===== src/hw/rtl/aoe_pkg.sv =====
// types, constants and helpers for the audio onset envelope block
// no dependencies
`default_nettype none

package aoe_pkg;

   localparam int SAMPLE_BITS      = 24;
   localparam int HOP_COUNT_BITS   = 10;
   localparam int SMOOTH_FRAC_BITS = 8;
   localparam int SQUARE_BITS      = 2 * SAMPLE_BITS;
   localparam int ENERGY_BITS      = 56;
   localparam int RMS_BITS         = 24;
   localparam int LEVEL_BITS       = 32;
   localparam int RSP_DEPTH        = 2;

   localparam int CSR_INDEX_BITS = 2;
   localparam int CSR_DATA_BITS  = 10;

   localparam logic [CSR_INDEX_BITS-1:0] CSR_HOP_LENGTH = 2'd0;
   localparam logic [CSR_INDEX_BITS-1:0] CSR_STEREO     = 2'd1;

   localparam logic [HOP_COUNT_BITS-1:0] HOP_LENGTH_RESET = 10'd240;

   typedef struct packed {
      logic signed [SAMPLE_BITS-1:0] sample_left;
      logic signed [SAMPLE_BITS-1:0] sample_right;
      logic                          end_of_stream;
   } req_type;

   typedef struct packed {
      logic [LEVEL_BITS-1:0] onset_value;
      logic [RMS_BITS-1:0]   rms_level;
      logic                  last;
   } rsp_type;

   // one finished hop handed from front to back
   typedef struct packed {
      logic [ENERGY_BITS-1:0]    energy_sum;
      logic [HOP_COUNT_BITS-1:0] hop_count;
      logic                      eos;
   } cmd_type;

   typedef enum logic [1:0] {
      BK_IDLE,
      BK_DIV,
      BK_SQRT,
      BK_DONE
   } back_state_type;

   function automatic logic [SAMPLE_BITS-1:0] sample_mag(input logic [SAMPLE_BITS-1:0] v);
      logic [SAMPLE_BITS-1:0] neg;
      neg = ~v + 1'b1;
      return v[SAMPLE_BITS-1] ? neg : v;
   endfunction

endpackage

`default_nettype wire


===== src/hw/rtl/aoe_queue.sv =====
// small first-in first-out queue of fixed-width words
// no dependencies
`default_nettype none

module aoe_queue #(
   parameter int DEPTH = 4,
   parameter int WIDTH = 8
) (
   input  wire logic                       clock,
   input  wire logic                       reset,
   input  wire logic                       push,
   input  wire logic [WIDTH-1:0]           push_data,
   input  wire logic                       pop,
   output logic      [WIDTH-1:0]           pop_data,
   output logic                            empty,
   output logic                            full,
   output logic      [$clog2(DEPTH+1)-1:0] count
);

   localparam int PTR_BITS = (DEPTH > 1) ? $clog2(DEPTH) : 1;
   localparam int CNT_BITS = $clog2(DEPTH+1);
   localparam logic [PTR_BITS-1:0] PTR_LAST = PTR_BITS'(DEPTH-1);

   logic [WIDTH-1:0]    mem [DEPTH];
   logic [PTR_BITS-1:0] wr_ptr_ff, wr_ptr_in;
   logic [PTR_BITS-1:0] rd_ptr_ff, rd_ptr_in;
   logic [CNT_BITS-1:0] count_ff, count_in;
   logic                do_push, do_pop;

   assign empty    = (count_ff == '0);
   assign full     = (count_ff == CNT_BITS'(DEPTH));
   assign count    = count_ff;
   assign pop_data = mem[rd_ptr_ff];
   assign do_push  = push && !full;
   assign do_pop   = pop && !empty;

   always_comb begin
      wr_ptr_in = wr_ptr_ff;
      rd_ptr_in = rd_ptr_ff;
      count_in  = count_ff;
      if (do_push) begin
         wr_ptr_in = (wr_ptr_ff == PTR_LAST) ? '0 : wr_ptr_ff + 1'b1;
      end
      if (do_pop) begin
         rd_ptr_in = (rd_ptr_ff == PTR_LAST) ? '0 : rd_ptr_ff + 1'b1;
      end
      if (do_push && !do_pop) begin
         count_in = count_ff + 1'b1;
      end else if (do_pop && !do_push) begin
         count_in = count_ff - 1'b1;
      end
   end

   always_ff @(posedge clock) begin
      if (reset) begin
         wr_ptr_ff <= '0;
         rd_ptr_ff <= '0;
         count_ff  <= '0;
      end else begin
         wr_ptr_ff <= wr_ptr_in;
         rd_ptr_ff <= rd_ptr_in;
         count_ff  <= count_in;
      end
   end

   always_ff @(posedge clock) begin
      if (do_push) begin
         mem[wr_ptr_ff] <= push_data;
      end
   end

endmodule

`default_nettype wire


===== src/hw/rtl/aoe_front.sv =====
// front end: squares samples, averages channels in stereo mode, accumulates hop energy
// depends on aoe_pkg; feeds finished hops into the command queue
`default_nettype none

module aoe_front
   import aoe_pkg::*;
#(
   parameter int CMD_DEPTH = 4
) (
   input  wire logic                           clock,
   input  wire logic                           reset,
   input  wire logic                           req_push,
   output logic                                req_full,
   input  wire req_type                        req_data,
   input  wire logic [HOP_COUNT_BITS-1:0]      hop_length,
   input  wire logic                           stereo,
   input  wire logic [$clog2(CMD_DEPTH+1)-1:0] cmd_count,
   output logic                                cmd_push,
   output cmd_type                             cmd_data
);

   localparam int CNT_BITS = $clog2(CMD_DEPTH+1);

   logic                      s1_valid_ff, s1_valid_in;
   logic                      s1_eos_ff;
   logic [SQUARE_BITS-1:0]    s1_left_ff, s1_right_ff;
   logic                      s2_valid_ff, s2_valid_in;
   logic                      s2_eos_ff;
   logic [SQUARE_BITS-1:0]    s2_energy_ff, s2_energy_in;
   logic [ENERGY_BITS-1:0]    sum_ff, sum_in, sum_new;
   logic [HOP_COUNT_BITS-1:0] count_ff, count_in, count_new, hop;
   logic [SAMPLE_BITS-1:0]    mag_left, mag_right;
   logic [SQUARE_BITS:0]      pair_sum;
   logic [CNT_BITS:0]         in_flight;
   logic                      accept, hop_done;

   // every request still in the pipe may need a queue slot
   assign in_flight = {1'b0, cmd_count} + (CNT_BITS+1)'(s1_valid_ff)
                    + (CNT_BITS+1)'(s2_valid_ff);
   assign req_full  = (in_flight >= (CNT_BITS+1)'(CMD_DEPTH));
   assign accept    = req_push && !req_full;

   assign mag_left    = sample_mag(req_data.sample_left);
   assign mag_right   = sample_mag(req_data.sample_right);
   assign s1_valid_in = accept;

   always_ff @(posedge clock) begin
      if (accept) begin
         s1_left_ff  <= mag_left * mag_left;
         s1_right_ff <= mag_right * mag_right;
         s1_eos_ff   <= req_data.end_of_stream;
      end
   end

   // floor of the two-channel mean
   assign pair_sum     = {1'b0, s1_left_ff} + {1'b0, s1_right_ff};
   assign s2_energy_in = stereo ? pair_sum[SQUARE_BITS:1] : s1_left_ff;
   assign s2_valid_in  = s1_valid_ff;

   always_ff @(posedge clock) begin
      if (s1_valid_ff) begin
         s2_energy_ff <= s2_energy_in;
         s2_eos_ff    <= s1_eos_ff;
      end
   end

   assign hop       = (hop_length == '0) ? HOP_COUNT_BITS'(1) : hop_length;
   assign sum_new   = sum_ff + ENERGY_BITS'(s2_energy_ff);
   assign count_new = count_ff + 1'b1;
   assign hop_done  = s2_valid_ff && (s2_eos_ff || (count_new >= hop));

   always_comb begin
      sum_in   = sum_ff;
      count_in = count_ff;
      if (s2_valid_ff) begin
         if (hop_done) begin
            sum_in   = '0;
            count_in = '0;
         end else begin
            sum_in   = sum_new;
            count_in = count_new;
         end
      end
   end

   assign cmd_push            = hop_done;
   assign cmd_data.energy_sum = sum_new;
   assign cmd_data.hop_count  = count_new;
   assign cmd_data.eos        = s2_eos_ff;

   always_ff @(posedge clock) begin
      if (reset) begin
         s1_valid_ff <= 1'b0;
         s2_valid_ff <= 1'b0;
         sum_ff      <= '0;
         count_ff    <= '0;
      end else begin
         s1_valid_ff <= s1_valid_in;
         s2_valid_ff <= s2_valid_in;
         sum_ff      <= sum_in;
         count_ff    <= count_in;
      end
   end

endmodule

`default_nettype wire


===== src/hw/rtl/aoe_back.sv =====
// back end: mean by restoring division, floor square root, level smoothing
// depends on aoe_pkg; takes hops from the command queue, fills the result queue
`default_nettype none

module aoe_back
   import aoe_pkg::*;
(
   input  wire logic    clock,
   input  wire logic    reset,
   input  wire logic    cmd_empty,
   input  wire cmd_type cmd_data,
   output logic         cmd_pop,
   input  wire logic    rsp_full,
   output logic         rsp_push,
   output rsp_type      rsp_data
);

   localparam int STEP_BITS = $clog2(ENERGY_BITS);
   localparam int SREM_BITS = RMS_BITS + 2;
   localparam logic [STEP_BITS-1:0] DIV_LAST  = STEP_BITS'(ENERGY_BITS-1);
   localparam logic [STEP_BITS-1:0] SQRT_LAST = STEP_BITS'(RMS_BITS-1);

   back_state_type state_ff, state_in;

   logic [ENERGY_BITS-1:0]    quo_ff, quo_in;
   logic [HOP_COUNT_BITS-1:0] div_ff, div_in;
   logic [HOP_COUNT_BITS-1:0] drem_ff, drem_in;
   logic [SREM_BITS-1:0]      srem_ff, srem_in;
   logic [RMS_BITS-1:0]       root_ff, root_in;
   logic [STEP_BITS-1:0]      step_ff, step_in;
   logic                      eos_ff, eos_in;
   logic [LEVEL_BITS-1:0]     smooth_ff, smooth_in;
   logic                      have_prev_ff, have_prev_in;

   logic                      start;
   logic [HOP_COUNT_BITS:0]   dtrial, ddiv, ddiff;
   logic                      dge;
   logic [SREM_BITS+1:0]      strial, ssub, sdiff;
   logic                      sge;
   logic [LEVEL_BITS-1:0]     fx, onset;
   logic [LEVEL_BITS+1:0]     blend;

   assign start = !cmd_empty && !rsp_full;

   // one quotient bit per cycle
   assign dtrial = {drem_ff, quo_ff[ENERGY_BITS-1]};
   assign ddiv   = {1'b0, div_ff};
   assign dge    = (dtrial >= ddiv);
   assign ddiff  = dtrial - ddiv;

   // one root bit per cycle, radicand read two bits at a time from quo_ff
   assign strial = {srem_ff, quo_ff[2*RMS_BITS-1 -: 2]};
   assign ssub   = {2'b00, root_ff, 2'b01};
   assign sge    = (strial >= ssub);
   assign sdiff  = strial - ssub;

   assign fx    = {root_ff, {SMOOTH_FRAC_BITS{1'b0}}};
   assign blend = {2'b00, smooth_ff} + {1'b0, smooth_ff, 1'b0} + {2'b00, fx};
   assign onset = (have_prev_ff && (fx > smooth_ff)) ? fx - smooth_ff : '0;

   always_comb begin
      state_in = state_ff;
      case (state_ff)
         BK_IDLE: begin
            if (start) begin
               state_in = BK_DIV;
            end
         end
         BK_DIV: begin
            if (step_ff == DIV_LAST) begin
               state_in = BK_SQRT;
            end
         end
         BK_SQRT: begin
            if (step_ff == SQRT_LAST) begin
               state_in = BK_DONE;
            end
         end
         BK_DONE: begin
            state_in = BK_IDLE;
         end
         default: begin
            state_in = BK_IDLE;
         end
      endcase
   end

   always_comb begin
      cmd_pop  = 1'b0;
      rsp_push = 1'b0;
      case (state_ff)
         BK_IDLE: begin
            cmd_pop = start;
         end
         BK_DONE: begin
            rsp_push = 1'b1;
         end
         default: begin
            cmd_pop  = 1'b0;
            rsp_push = 1'b0;
         end
      endcase
   end

   assign rsp_data.onset_value = onset;
   assign rsp_data.rms_level   = root_ff;
   assign rsp_data.last        = eos_ff;

   always_comb begin
      quo_in       = quo_ff;
      div_in       = div_ff;
      drem_in      = drem_ff;
      srem_in      = srem_ff;
      root_in      = root_ff;
      step_in      = step_ff;
      eos_in       = eos_ff;
      smooth_in    = smooth_ff;
      have_prev_in = have_prev_ff;
      case (state_ff)
         BK_IDLE: begin
            if (start) begin
               quo_in  = cmd_data.energy_sum;
               div_in  = cmd_data.hop_count;
               eos_in  = cmd_data.eos;
               drem_in = '0;
               step_in = '0;
            end
         end
         BK_DIV: begin
            quo_in  = {quo_ff[ENERGY_BITS-2:0], dge};
            drem_in = dge ? ddiff[HOP_COUNT_BITS-1:0] : dtrial[HOP_COUNT_BITS-1:0];
            step_in = step_ff + 1'b1;
            if (step_ff == DIV_LAST) begin
               step_in = '0;
               srem_in = '0;
               root_in = '0;
            end
         end
         BK_SQRT: begin
            quo_in  = {quo_ff[ENERGY_BITS-3:0], 2'b00};
            srem_in = sge ? sdiff[SREM_BITS-1:0] : strial[SREM_BITS-1:0];
            root_in = {root_ff[RMS_BITS-2:0], sge};
            step_in = step_ff + 1'b1;
         end
         BK_DONE: begin
            if (eos_ff) begin
               smooth_in    = '0;
               have_prev_in = 1'b0;
            end else if (have_prev_ff) begin
               smooth_in = blend[LEVEL_BITS+1:2];
            end else begin
               // first hop of a stream seeds the average
               smooth_in    = fx;
               have_prev_in = 1'b1;
            end
         end
         default: begin
            step_in = '0;
         end
      endcase
   end

   always_ff @(posedge clock) begin
      if (reset) begin
         state_ff     <= BK_IDLE;
         step_ff      <= '0;
         smooth_ff    <= '0;
         have_prev_ff <= 1'b0;
      end else begin
         state_ff     <= state_in;
         step_ff      <= step_in;
         smooth_ff    <= smooth_in;
         have_prev_ff <= have_prev_in;
      end
   end

   always_ff @(posedge clock) begin
      quo_ff  <= quo_in;
      div_ff  <= div_in;
      drem_ff <= drem_in;
      srem_ff <= srem_in;
      root_ff <= root_in;
      eos_ff  <= eos_in;
   end

endmodule

`default_nettype wire


===== src/hw/rtl/audio_onset_envelope.sv =====
// Path: a hop's last request passes the 2 front stages, then the back end's start, 56 division
// steps, 24 root steps and the done state that pushes the result into the result queue.
// Throughput: one request per cycle while the command queue has room; the back
// end works on one hop at a time (one quotient bit, then one root bit, each cycle).
// Reset (synchronous): queues, hop accumulator and smoothing state cleared,
// hop_length 240, stereo 1. Depends on aoe_pkg, aoe_queue, aoe_front, aoe_back.
`default_nettype none

module audio_onset_envelope
   import aoe_pkg::*;
#(
   parameter int CMD_DEPTH = 4
) (
   input  wire logic                      clock,
   input  wire logic                      reset,
   input  wire logic                      req_push,
   output logic                           req_full,
   input  wire req_type                   req_data,
   output logic                           rsp_empty,
   input  wire logic                      rsp_pop,
   output rsp_type                        rsp_data,
   input  wire logic                      csr_valid,
   output logic                           csr_ready,
   input  wire logic [CSR_INDEX_BITS-1:0] csr_index,
   input  wire logic [CSR_DATA_BITS-1:0]  csr_data
);

   localparam int CMD_CNT_BITS = $clog2(CMD_DEPTH+1);

   logic [HOP_COUNT_BITS-1:0] hop_length_ff, hop_length_in;
   logic                      stereo_ff, stereo_in;
   logic                      cmd_push, cmd_pop, cmd_empty;
   logic [CMD_CNT_BITS-1:0]   cmd_count;
   cmd_type                   cmd_in_data, cmd_out_data;
   logic                      rsp_push, rsp_full;
   rsp_type                   rsp_in_data;

   assign csr_ready = 1'b1;

   always_comb begin
      hop_length_in = hop_length_ff;
      stereo_in     = stereo_ff;
      if (csr_valid) begin
         case (csr_index)
            CSR_HOP_LENGTH: hop_length_in = csr_data[HOP_COUNT_BITS-1:0];
            CSR_STEREO:     stereo_in     = csr_data[0];
            default: begin
               hop_length_in = hop_length_ff;
            end
         endcase
      end
   end

   always_ff @(posedge clock) begin
      if (reset) begin
         hop_length_ff <= HOP_LENGTH_RESET;
         stereo_ff     <= 1'b1;
      end else begin
         hop_length_ff <= hop_length_in;
         stereo_ff     <= stereo_in;
      end
   end

   aoe_front #(
      .CMD_DEPTH(CMD_DEPTH)
   ) u_front (
      .clock      (clock),
      .reset      (reset),
      .req_push   (req_push),
      .req_full   (req_full),
      .req_data   (req_data),
      .hop_length (hop_length_ff),
      .stereo     (stereo_ff),
      .cmd_count  (cmd_count),
      .cmd_push   (cmd_push),
      .cmd_data   (cmd_in_data)
   );

   aoe_queue #(
      .DEPTH(CMD_DEPTH),
      .WIDTH($bits(cmd_type))
   ) u_cmd_queue (
      .clock     (clock),
      .reset     (reset),
      .push      (cmd_push),
      .push_data (cmd_in_data),
      .pop       (cmd_pop),
      .pop_data  (cmd_out_data),
      .empty     (cmd_empty),
      .full      (),
      .count     (cmd_count)
   );

   aoe_back u_back (
      .clock     (clock),
      .reset     (reset),
      .cmd_empty (cmd_empty),
      .cmd_data  (cmd_out_data),
      .cmd_pop   (cmd_pop),
      .rsp_full  (rsp_full),
      .rsp_push  (rsp_push),
      .rsp_data  (rsp_in_data)
   );

   aoe_queue #(
      .DEPTH(RSP_DEPTH),
      .WIDTH($bits(rsp_type))
   ) u_rsp_queue (
      .clock     (clock),
      .reset     (reset),
      .push      (rsp_push),
      .push_data (rsp_in_data),
      .pop       (rsp_pop),
      .pop_data  (rsp_data),
      .empty     (rsp_empty),
      .full      (rsp_full),
      .count     ()
   );

endmodule

`default_nettype wire


===== config.mk =====
export PLATFORM = sky130hd
export DESIGN_NAME = audio_onset_envelope
export DESIGN_NICKNAME = d
export VERILOG_FILES = /design/src/hw/rtl/aoe_pkg.sv /design/src/hw/rtl/aoe_queue.sv /design/src/hw/rtl/aoe_front.sv /design/src/hw/rtl/aoe_back.sv /design/src/hw/rtl/audio_onset_envelope.sv
export SDC_FILE = /design/constraint.sdc
export NUM_CORES = 2
export LEC_CHECK = 0
export BUFFER_PORTS_ARGS = -buffer_cell sky130_fd_sc_hd__clkbuf_2
export CORE_AREA = 2 2 433 435
export DETAILED_ROUTE_END_ITERATION = 10
export DIE_AREA = 0 0 435 437
export GPL_ROUTABILITY_DRIVEN = 0
export PLACE_DENSITY = 0.66
export SLEW_MARGIN = 20
export SYNTH_ARGS = -nofsm -noshare
export SYNTH_HDL_FRONTEND = slang
export SYNTH_SLANG_ARGS = --single-unit

===== constraint.sdc =====
create_clock -name clock -period 11.9 [get_ports clock]
set_clock_uncertainty 0.05 [all_clocks]
set_input_delay 2.38 -clock clock [delete_from_list [all_inputs] [get_ports clock]]
set_output_delay 2.38 -clock clock [all_outputs]
set_load 0.02 [all_outputs]

==> metrics <==
status=finished clean; design area=slightly below 80000 um2; io pins=126; area delta synth->final=9.65%; r2r setup slk=6.61 ns; flops & latches, synth=~800; CP startpoint kind=primary input; antenna viol nets, final=0; post-synthesis adder-cell area fraction=0.341; Worst slew margin=0.237; Synth Flop Type=edfxtp_1; f_max=90.6 MHz; global-route wire length before repair=279000 um; worst hold path class=register to register; min Tclk post-route=11.04 ns; Setup crit end kind=register; period utilization=0.928; Vias/cell=~5.2; Max-cap violations=0; Die H=437 um; via count=49200; fill cell count=roughly 17000; CTS H-Tree Depth=3; final setup vio count=0; Clock Sinks=787; die area=190000 um2; Post-synth EDFFs=653; main combinational cell family by area after synthesis=adder cells; compound-cell area share of the yosys netlist=0.0955; worst endpoint data arrival time=11.40 ns; post-synthesis sequential area ratio=0.309; Synth Area in Simple Gates=0.0911; TritonCTS buffer count=84; maximum fanout along the worst path=7; register area=roughly 22000 um2; worst path required time=12.26 ns; layout cells sized above 1=0.0873; FP Rows=158; Root Buffer Master=clkbuf_16; DRC errors left=0; WL/cell=~18 um; Total Wirelength=171000 um; path type of the worst setup path=primary input to register; Clock Path Buffers=3; crit-path most repeated cell=fa_1; area of the core=185000 um2; Worst Tran Pin Value=1.15 ns; Overflow after GRT=0; Post-Route Setup TNS=0 ns; Worst path max stage delay=0.53 ns; # hold bufs at CTS=0; area taken by multi-input logic gates=around 44000 um2; antenna violations before repair=0; Post-Syn Instances=about 7000; Area after DPL=76200 um2; Yosys cell types=94; post-synthesis xor/xnor area fraction=0.0415; 1st-iter DRT viols=3344; critical path's slowest cell=fa_1; final net count=roughly 8500; asr flop ratio synth=0; DRT Pass-1 Iters=8; GRT Util Overall=0.182; initial core utilization=0.390; clk slew on worst S/H paths=0.06 ns; ANT cells=0; later-pin clock latency in the skew report=0.66 ns; CTS tree=done; Resized Gates After CTS=0; largest net degree at the start of global routing=91; RSZ-0062 raised after global routing=no; Post-Synthesis Cell Area=72100 um2; Setup Buffers After CTS=0; Syn. warnings=0; post-DP HPWL=135000 um; die width=435 um; Buffers on Ports=124; Slew Limit Fails=0; Hold Vio Cnt, Final=0; vias in the first global route=between 50000 and 60000; Avg Cell Area, Syn=10.5 um2; multiplexer share of the synthesized area=0.0417
==> placed cells by master (no fill, tap or decap), types with 26 or more instances in the layout <==
cell	Yosys	routed
clkbuf_2	0	123
xor2_1	123	122
mux2_2	100	100
a211oi_1	30	30
nor2_1	593	590
clkbuf_16	0	86
a22o_1	26	26
a21o_1	171	171
nor2b_1	47	47
fa_1	874	874
nand2_1	495	495
mux4_2	67	67
ha_1	567	564
mux2i_1	37	36
a21oi_1	325	324
nand2b_1	29	29
conb_1	2	36
edfxtp_1	653	653
nand4_1	44	44
nor3_1	47	45
o21ai_0	143	142
xnor2_1	213	212
o21a_1	39	39
buf_4	1	123
inv_1	1293	1293
dfxtp_1	134	129
nand3_1	91	91
and3_1	41	40
o21bai_1	30	30
a31oi_1	35	35
a22oi_1	83	83
==> worst paths after layout <==
kind                                    startpoint                           endpoint  cells after the start
setup / recovery                       req_data[2]  u_front.s1_right_ff[47]$_DFFE_PP_                     35
hold / removal         u_front.s1_eos_ff$_DFFE_PP_        u_front.s2_eos_ff$_DFFE_PP_                      0
setup reg to reg  u_front.count_ff[0]$_SDFFE_PP0P_  u_cmd_queue.count[2]$_SDFFE_PP0P_                     15
hold reg to reg        u_front.s1_eos_ff$_DFFE_PP_        u_front.s2_eos_ff$_DFFE_PP_                      0
==> cell families (layout without fill, tap and decap cells) <==
logic type,after synthesis,in the layout
AOI/OAI and AO/OA,1051,1051
buffers and inverters,1527,1710
and+or+nand+nor,1491,1491
DFF,787,787
adders and majority gates,1441,1441
other,2,36
muxes,204,204
xor gates and xnor gates,339,339
==> worst max-delay path: cells and delay by family <==
family                   cells  cell delay, ns
XOR/XNOR                     2            0.44
buffers and inverters        8            0.75
adder cells (fa/ha/maj)      9            4.01
AO/OA/AOI/OAI               10            2.21
AND/OR/NAND/NOR              6            1.61
==> sequential cells by signal, indices dropped and copies added (netlist names), 3 cells and up, named ones only <==
name	flops
u_back.smooth_ff	32
u_front.s1_left_ff	47
hop_length_ff	10
u_rsp_queue.mem	114
u_front.s2_energy_ff	48
u_front.sum_ff	56
u_cmd_queue.count	3
u_back.div_ff	10
u_back.quo_ff	56
u_front.s1_right_ff	47
u_cmd_queue.mem	268
u_back.root_ff	24
u_front.count_ff	10
u_back.step_ff	6
u_back.srem_ff	26
u_back.drem_ff	10
==> per-layer routing <==
layer  GRT usage  part of all wire  routed length [um]
met1       0.235              0.43               73100
met2       0.316              0.49               83600
met3      0.0227             0.051                8700
met4      0.0600             0.034                5870
met5           0                 0                   0
==> area by class of cell <==
type                       count  share of cell area
clock buffer                 112              0.0293
multi-input combinational   4562               0.560
sequential                   787               0.282
timing repair buffer         250              0.0204
inverter                    1305              0.0620
clock inverter                43             0.00647
tap                         2480              0.0393
==> Yosys cell counts (all sizes together) (39+ instances only) <==
| master | n | area share |
|---|---|---|
| a21oi | 325 | 0.023 |
| mux4 | 67 | 0.021 |
| a22oi | 83 | 0.0086 |
| nand4 | 44 | 0.0038 |
| o21ai | 149 | 0.010 |
| inv | 1296 | 0.067 |
| dfxtp | 134 | 0.037 |
| clkbuf | 195 | 0.010 |
| nor3 | 47 | 0.0033 |
| edfxtp | 653 | 0.27 |
| nor2b | 47 | 0.0041 |
| ha | 567 | 0.098 |
| xor2 | 124 | 0.015 |
| and3 | 41 | 0.0036 |
| o21a | 39 | 0.0041 |
| nand2 | 495 | 0.026 |
| nand3 | 91 | 0.0063 |
| mux2 | 100 | 0.016 |
| xnor2 | 215 | 0.026 |
| a21o | 171 | 0.018 |
| nor2 | 595 | 0.031 |
| fa | 874 | 0.24 |
==> stage by stage <==
stage,std cells,hold WS [ns],utilization,worst slack (ns)
after CTS,9536,0.372,0.427,0.926
after detailed placement,9381,0.357,0.412,0.246
final,9539,0.374,0.427,0.859
after floorplan,6876,0.350,-,0.467
after global routing,9539,0.384,0.427,0.343
after global placement,9381,0.362,0.412,0.397
Power is left out: the tool's default activity adds up to more than one toggle a clock period on the data nets, which glitch-free logic cannot reach.
